[src/rtl/wpm_pkg.sv]
// Package for the wildcard pattern matcher.
// Shared constants, opcodes and the cell control struct; no dependencies.
`default_nettype none

package wpm_pkg;

   localparam int PATTERN_MAX_DEF = 64;
   localparam int CHAR_W          = 8;
   localparam int POS_W           = 32;
   localparam int OP_W            = 2;

   localparam logic [CHAR_W-1:0] WILDCARD_RESET = 8'd63;

   typedef enum logic [OP_W-1:0] {
      OP_PATTERN = 2'd0,
      OP_TEXT    = 2'd1,
      OP_CLEAR   = 2'd2,
      OP_NONE    = 2'd3
   } opcode_type;

   // per-cycle control broadcast to every cell
   typedef struct packed {
      logic shift_r;   // pattern append: reversed pattern moves one cell up
      logic copy_a;    // aligned pattern reloads from reversed pattern
      logic shift_a;   // alignment pass: aligned pattern moves one cell down
      logic shift_t;   // text transfer: window moves one cell up
   } ctl_type;

endpackage

`default_nettype wire

[src/rtl/wpm_cell.sv]
// One cell of the matcher chain: a reversed pattern byte, an aligned pattern byte
// and a text window byte, with its compare. Depends on wpm_pkg.
`default_nettype none

module wpm_cell
   import wpm_pkg::*;
(
   input  wire logic              clock,
   input  wire ctl_type           ctl,
   input  wire logic [CHAR_W-1:0] wild,
   input  wire logic [CHAR_W-1:0] r_prev,
   input  wire logic [CHAR_W-1:0] t_prev,
   input  wire logic [CHAR_W-1:0] a_next,
   output logic      [CHAR_W-1:0] r_out,
   output logic      [CHAR_W-1:0] t_out,
   output logic      [CHAR_W-1:0] a_out,
   output logic                   hit
);

   logic [CHAR_W-1:0] r_ff, r_in;
   logic [CHAR_W-1:0] t_ff;
   logic [CHAR_W-1:0] a_ff, a_in;

   always_comb begin
      r_in = ctl.shift_r ? r_prev : r_ff;
      priority if (ctl.copy_a) begin
         a_in = r_in;
      end else if (ctl.shift_a) begin
         a_in = a_next;
      end else begin
         a_in = a_ff;
      end
   end

   always_ff @(posedge clock) begin
      r_ff <= r_in;
      a_ff <= a_in;
      if (ctl.shift_t) begin
         t_ff <= t_prev;
      end
   end

   assign r_out = r_ff;
   assign t_out = t_ff;
   assign a_out = a_ff;
   assign hit   = (a_ff == wild) || (a_ff == t_ff);

endmodule

`default_nettype wire

[src/rtl/wildcard_pattern_matcher.sv]
// A text byte waits in pend_ff; its result is registered in rsp_valid_ff.
// Throughput: one item per cycle unless rsp_ready stalls or alignment runs.
// After a wildcard write req_ready is low while the aligned pattern
// shifts down past its trailing wildcards.
// Reset (synchronous, active high): pattern and text empty, wildcard '?' (63).
// Depends on wpm_pkg and wpm_cell.
`default_nettype none

module wildcard_pattern_matcher
   import wpm_pkg::*;
#(
   parameter int PATTERN_MAX = PATTERN_MAX_DEF
)(
   input  wire logic              clock,
   input  wire logic              reset,
   input  wire logic              req_valid,
   output logic                   req_ready,
   input  wire logic [OP_W-1:0]   req_opcode,
   input  wire logic [CHAR_W-1:0] req_char_byte,
   output logic                   rsp_valid,
   input  wire logic              rsp_ready,
   output logic      [POS_W-1:0]  rsp_match_start,
   input  wire logic              csr_wr_en,
   input  wire logic [CHAR_W-1:0] csr_wr_data
);

   localparam int LEN_W = $clog2(PATTERN_MAX + 1);
   localparam int OFF_W = (PATTERN_MAX > 1) ? $clog2(PATTERN_MAX) : 1;
   localparam logic [LEN_W-1:0] LEN_MAX = LEN_W'(PATTERN_MAX);

   logic [CHAR_W-1:0] wild_ff;
   logic [LEN_W-1:0]  len_ff;
   logic [LEN_W-1:0]  fill_ff;
   logic [OFF_W-1:0]  last_ff;
   logic              fixed_ff;
   logic              align_ff;
   logic              pend_ff;
   logic [POS_W-1:0]  pos_ff;
   logic              rsp_valid_ff;
   logic [POS_W-1:0]  rsp_start_ff;

   logic [CHAR_W-1:0] r_w [PATTERN_MAX];
   logic [CHAR_W-1:0] t_w [PATTERN_MAX];
   logic [CHAR_W-1:0] a_w [PATTERN_MAX];
   logic [PATTERN_MAX-1:0] hit_w;
   logic [PATTERN_MAX-1:0] cmp_en;

   ctl_type    ctl;
   opcode_type op;
   logic       req_fire, op_pat, pat_fixed, op_text, op_clear;
   logic       out_busy, advance, all_hit, match, align_step, a0_wild;

   assign op       = opcode_type'(req_opcode);
   assign out_busy = rsp_valid_ff && !rsp_ready;
   assign advance  = pend_ff && !out_busy;
   assign req_ready = !align_ff && !(pend_ff && out_busy);
   assign req_fire  = req_valid && req_ready;

   assign op_pat    = req_fire && (op == OP_PATTERN) && (len_ff < LEN_MAX);
   assign pat_fixed = op_pat && (req_char_byte != wild_ff);
   assign op_text   = req_fire && (op == OP_TEXT);
   assign op_clear  = req_fire && (op == OP_CLEAR);

   assign a0_wild    = (a_w[0] == wild_ff);
   assign align_step = align_ff && fixed_ff && a0_wild && (last_ff != '0);

   always_comb begin
      ctl.shift_r = op_pat;
      ctl.copy_a  = pat_fixed || csr_wr_en;
      ctl.shift_a = align_step;
      ctl.shift_t = op_text;
   end

   for (genvar j = 0; j < PATTERN_MAX; j++) begin : g_cell
      logic [CHAR_W-1:0] r_prev, t_prev, a_next;
      if (j == 0) begin : g_first
         assign r_prev = req_char_byte;
         assign t_prev = req_char_byte;
      end else begin : g_mid
         assign r_prev = r_w[j-1];
         assign t_prev = t_w[j-1];
      end
      if (j == PATTERN_MAX - 1) begin : g_last
         assign a_next = '0;
      end else begin : g_inner
         assign a_next = a_w[j+1];
      end
      // cell j is compared only while it lies within the aligned pattern
      assign cmp_en[j] = (OFF_W'(j) <= last_ff);

      wpm_cell u_cell (
         .clock  (clock),
         .ctl    (ctl),
         .wild   (wild_ff),
         .r_prev (r_prev),
         .t_prev (t_prev),
         .a_next (a_next),
         .r_out  (r_w[j]),
         .t_out  (t_w[j]),
         .a_out  (a_w[j]),
         .hit    (hit_w[j])
      );
   end

   assign all_hit = &(hit_w | ~cmp_en);
   assign match   = !fixed_ff || (all_hit && (fill_ff > LEN_W'(last_ff)));

   always_ff @(posedge clock) begin
      if (reset) begin
         wild_ff      <= WILDCARD_RESET;
         len_ff       <= '0;
         fill_ff      <= '0;
         last_ff      <= '0;
         fixed_ff     <= 1'b0;
         align_ff     <= 1'b0;
         pend_ff      <= 1'b0;
         pos_ff       <= '0;
         rsp_valid_ff <= 1'b0;
      end else begin
         // pattern bookkeeping and alignment
         priority if (csr_wr_en) begin
            wild_ff  <= csr_wr_data;
            align_ff <= 1'b1;
            fixed_ff <= (len_ff != '0);
            last_ff  <= OFF_W'(len_ff - LEN_W'(1));
         end else if (align_ff) begin
            if (fixed_ff && a0_wild) begin
               if (last_ff == '0) begin
                  fixed_ff <= 1'b0;
                  align_ff <= 1'b0;
               end else begin
                  last_ff <= last_ff - OFF_W'(1);
               end
            end else begin
               align_ff <= 1'b0;
            end
         end else if (op_clear) begin
            len_ff   <= '0;
            fixed_ff <= 1'b0;
            last_ff  <= '0;
         end else if (op_pat) begin
            len_ff <= len_ff + LEN_W'(1);
            if (pat_fixed) begin
               fixed_ff <= 1'b1;
               last_ff  <= OFF_W'(len_ff);
            end
         end

         // text bookkeeping
         if (op_clear) begin
            fill_ff <= '0;
            pos_ff  <= '0;
         end else if (op_text) begin
            pos_ff <= pos_ff + POS_W'(1);
            if (fill_ff < LEN_MAX) begin
               fill_ff <= fill_ff + LEN_W'(1);
            end
         end

         if (op_text) begin
            pend_ff <= 1'b1;
         end else if (advance) begin
            pend_ff <= 1'b0;
         end

         if (advance) begin
            rsp_valid_ff <= match;
         end else if (rsp_ready) begin
            rsp_valid_ff <= 1'b0;
         end
      end
   end

   always_ff @(posedge clock) begin
      if (advance && match) begin
         rsp_start_ff <= fixed_ff ? (pos_ff - POS_W'(last_ff)) : pos_ff;
      end
   end

   assign rsp_valid       = rsp_valid_ff;
   assign rsp_match_start = rsp_start_ff;

endmodule

`default_nettype wire
[config.mk]
export PLATFORM = sky130hd
export DESIGN_NAME = wildcard_pattern_matcher
export DESIGN_NICKNAME = d
export VERILOG_FILES = /design/src/rtl/wpm_pkg.sv /design/src/rtl/wpm_cell.sv /design/src/rtl/wildcard_pattern_matcher.sv
export SDC_FILE = /design/constraint.sdc
export NUM_CORES = 2
export LEC_CHECK = 0
export ABC_AREA = 1
export BUFFER_PORTS_ARGS = -buffer_cell sky130_fd_sc_hd__buf_2
export CAP_MARGIN = 25
export CORE_AREA = 2 2 359 361
export CTS_CLUSTER_SIZE = 40
export DETAILED_ROUTE_END_ITERATION = 10
export DIE_AREA = 0 0 361 363
export GPL_TIMING_DRIVEN = 0
export PLACE_DENSITY = 0.78
export SLEW_MARGIN = 5
export SYNTH_ARGS = -nofsm -noshare
export SYNTH_HDL_FRONTEND = slang
export SYNTH_HIERARCHICAL = 1
export SYNTH_SLANG_ARGS = --single-unit
[constraint.sdc]
create_clock -name clock -period 10.5 [get_ports clock]
set_clock_uncertainty 0.1 [all_clocks]
set_input_delay 3.15 -clock clock [delete_from_list [all_inputs] [get_ports clock]]
set_output_delay 3.15 -clock clock [all_outputs]
set_load 0.1 [all_outputs]
==> key figures <==
Outcome
  – Status: complete, no violations

Floorplanning
  – Boundary Pins: between 50 and 60
  – Die width: about 360 um
  – Die Span Y: between 300 and 400 um
  – Core footprint: 0.127 mm2
  – Die area: around 0.13 mm2
  – Initial Util: between 60% and 70%
  – Cell Rows: 131

Logic synthesis
  – Synth Flop Type: edfxtp_1
  – Mapped Cells: between 8000 and 9000
  – Synth cell types: 57
  – Mapped cell area: 0.0808 mm2
  – Average size of a mapped cell: 9.22 um2
  – FFs w/ async S/R, synth: 0%
  – Top cells by area, synth: edfxtp_1 39%, nand2_1 19%, dfxtp_1 14%
  – EDFF count, synth: roughly 1100
  – Ys Warns: 6
  – #FFs+latches synth: 1632
  – Yosys top cell area share: a little under 40%
  – Leading area contributor after synthesis: edfxtp_1
  – Seq/Total Area, Yosys: roughly 54%

Clock network
  – CTS buffer count: 165
  – Post-CTS Hold Buffers: 0
  – CTS H-tree lvls: 4
  – Clk root buf: clkbuf_16
  – Post CTS Setup Buffer Count: 0
  – CTS max path bufs: 3
  – Post-cts resize count: 0
  – CTS tree: done
  – Clock-pin transition on the worst setup and hold timing paths: around 0.060 ns
  – Worst-skew pair later-pin latency: 0.81 ns
  – CTS sink cnt: 1632

STA
  – Slew Limit Headroom: 29.9%
  – Setup TNS: 0 ns
  – Fin crit period: approximately 7.4 ns
  – Slew @ Worst Pin: 1.04 ns
  – Final hold vios: 0
  – WHS: about 0.37 ns
  – Unrepaired setup endpoints after global routing: false
  – Final critical-path share of the clock period: 70.6%
  – Max Clk Rate: approximately 0.13 GHz
  – Slew Limit Fails: 0
  – Final Setup Violations: 0

Placed design
  – Cell area after placement: around 0.084 mm2
  – Placed Cells: roughly 11000
  – GPL Wtd Cong: between 0.9 and 1
  – Buffers added on ports: 56
  – Post-DP HPWL: approximately 140000 um

Power and ir drop
  – VDD IR max: approximately 0.18 mV
  – Leak: 41.2 nW
  – PnR Total Power: 0.0153 W
  – Pwr dens: roughly 170 mW/mm2

GRT
  – Initial antenna violation count: 2
  – First-pass GRT wire length: 310000 um
  – All-Layer GR Usage: between 30% and 40%
  – Gr ovfl total: 0
  – Largest net degree at the start of global routing: 109
  – Vias in the first global route: roughly 57000

Drt
  – Final wirelength: approximately 200000 um
  – TritonRoute pass-1 iters: 6
  – 1st-iter DRT viols: around 5600
  – Vias: around 58000
  – DRC: 0
  – Vias/cell: 5.34
  – Routed Antenna Nets: 0
  – Avg WL per Cell: 18.5 um

Layout
  – Non-Filler Instances: between 10000 and 15000
  – Layout cells sized above 1: 12.4%
  – Most common cell after layout, fill and taps aside: nand2_1
  – Post-route design area: 0.0896 mm2
  – Most frequent cells in the layout: 4045 x nand2_1, 1056 x edfxtp_1, 1037 x inv_1
  – Synth-to-layout area growth: 10.9%
  – Fin nets: slightly above 9000

Critical path
  – CP arrival: 4.16 ns
  – WS Path Type: primary input to primary output
  – CP Launch Type: primary input
  – CP max stage delay: approximately 0.46 ns
  – Sequence of cells on the critical path: buf_2 > inv_1 > nand3_2 > nand2_1 > inv_1 > buf_2
  – Worst path top cell family by delay: buffers and inverters
  – CP endpoint kind: primary output
  – Critical path buffers and inverters: 4
  – WP data required: 7.25 ns
  – Crit Path Max Fanout: 3
  – Critical Path Slowest Stage Cell: buf_2

Worst hold path
  – HP Class: flip-flop to flip-flop

Run
  – Max_cap viols: 0
-- cell families (layout without fill, tap and decap cells) --
kind of cell | Yosys count | in the layout | share of synthesized area [%]
simple gates | 4676 | 4676 | 22.6
flops | 1632 | 1632 | 53.5
buf+inv | 1205 | 1606 | 6.88
xor+xnor | 554 | 554 | 6.01
mux | 512 | 512 | 9.52
compound gates | 159 | 159 | 1.11
fa+ha+maj | 23 | 23 | 0.366
other cells | 1 | 10 | 0.00464
-- Yosys cell counts (22+ instances only) --
master       n
nor3_1      27
buf_6      132
or2_2       67
mux2_4     512
edfxtp_1  1056
a21oi_1     49
nor2_1     387
ha_1        22
xnor2_1    521
inv_1     1037
dfxtp_1    576
xor2_1      33
nand2_1   4046
nand3_1     64
o21ai_0     57
-- cell type report --
cell class	instances	area (um2)
Clock inverter	87	936
Sequential cell	1632	43300
Antenna cell	2	5.00
Buffer	154	1610
Timing Repair Buffer	92	1100
Clock buffer	222	4580
Inverter	1051	3950
Fill cell	8997	37500
Multi-Input combinational cell	5932	32000
Tap cell	1662	2080
-- registers in the layout, indices dropped and copies added (netlist names) --
register / flops
wild_ff: 8
fixed_ff: 1
len_ff: 7
last_ff: 6
fill_ff: 7
g_cell.u_cell/a_out: 512
pos_ff: 32
g_cell.u_cell/r_out: 512
g_cell.u_cell/t_out: 512
pend_ff: 1
rsp_match_start: 32
align_ff: 1
rsp_valid: 1
-- final timing paths --
check / startpoint / end / slack (ns) / cells past startpoint
setup / recovery: rsp_ready / req_ready / 3.09 / 6
hold / removal: g_cell[23].u_cell/t_out[0] / g_cell[24].u_cell/t_out[0] / 0.37 / 0
setup reg to reg: wild_ff[4] / rsp_match_start[10] / 6.21 / 21
hold reg to reg: g_cell[23].u_cell/t_out[0] / g_cell[24].u_cell/t_out[0] / 0.37 / 0
-- per-layer routing --
layer,vias up,GRT usage (%),part of all wire (%)
met5,-,0,0.0055
met4,2,12.2,3.9
met3,474,4.24,6.9
met2,2142,50.3,47
met1,27300,40.0,42
li1,27900,-,-
-- per-stage QoR --
| stage | util [%] | setup WS (ns) |
|---|---|---|
| after floorplan | - | 0.646 |
| after global placement | 65.5 | -6.20 |
| after detailed placement | 66.2 | 3.10 |
| after CTS | 70.5 | 3.10 |
| after global routing | 70.5 | 3.06 |
| final | 70.5 | 3.09 |
-- report_power, final --
part           internal (W)  total (W)  switching, W  leakage [nW]
clock               0.00348    0.00601       0.00253          2.69
combinational      0.000692    0.00167      0.000979          24.0
sequential          0.00720    0.00757      0.000375          14.5
total                0.0114     0.0153       0.00389          41.2
No activity file was read; power rests on OpenSTA's default activity.
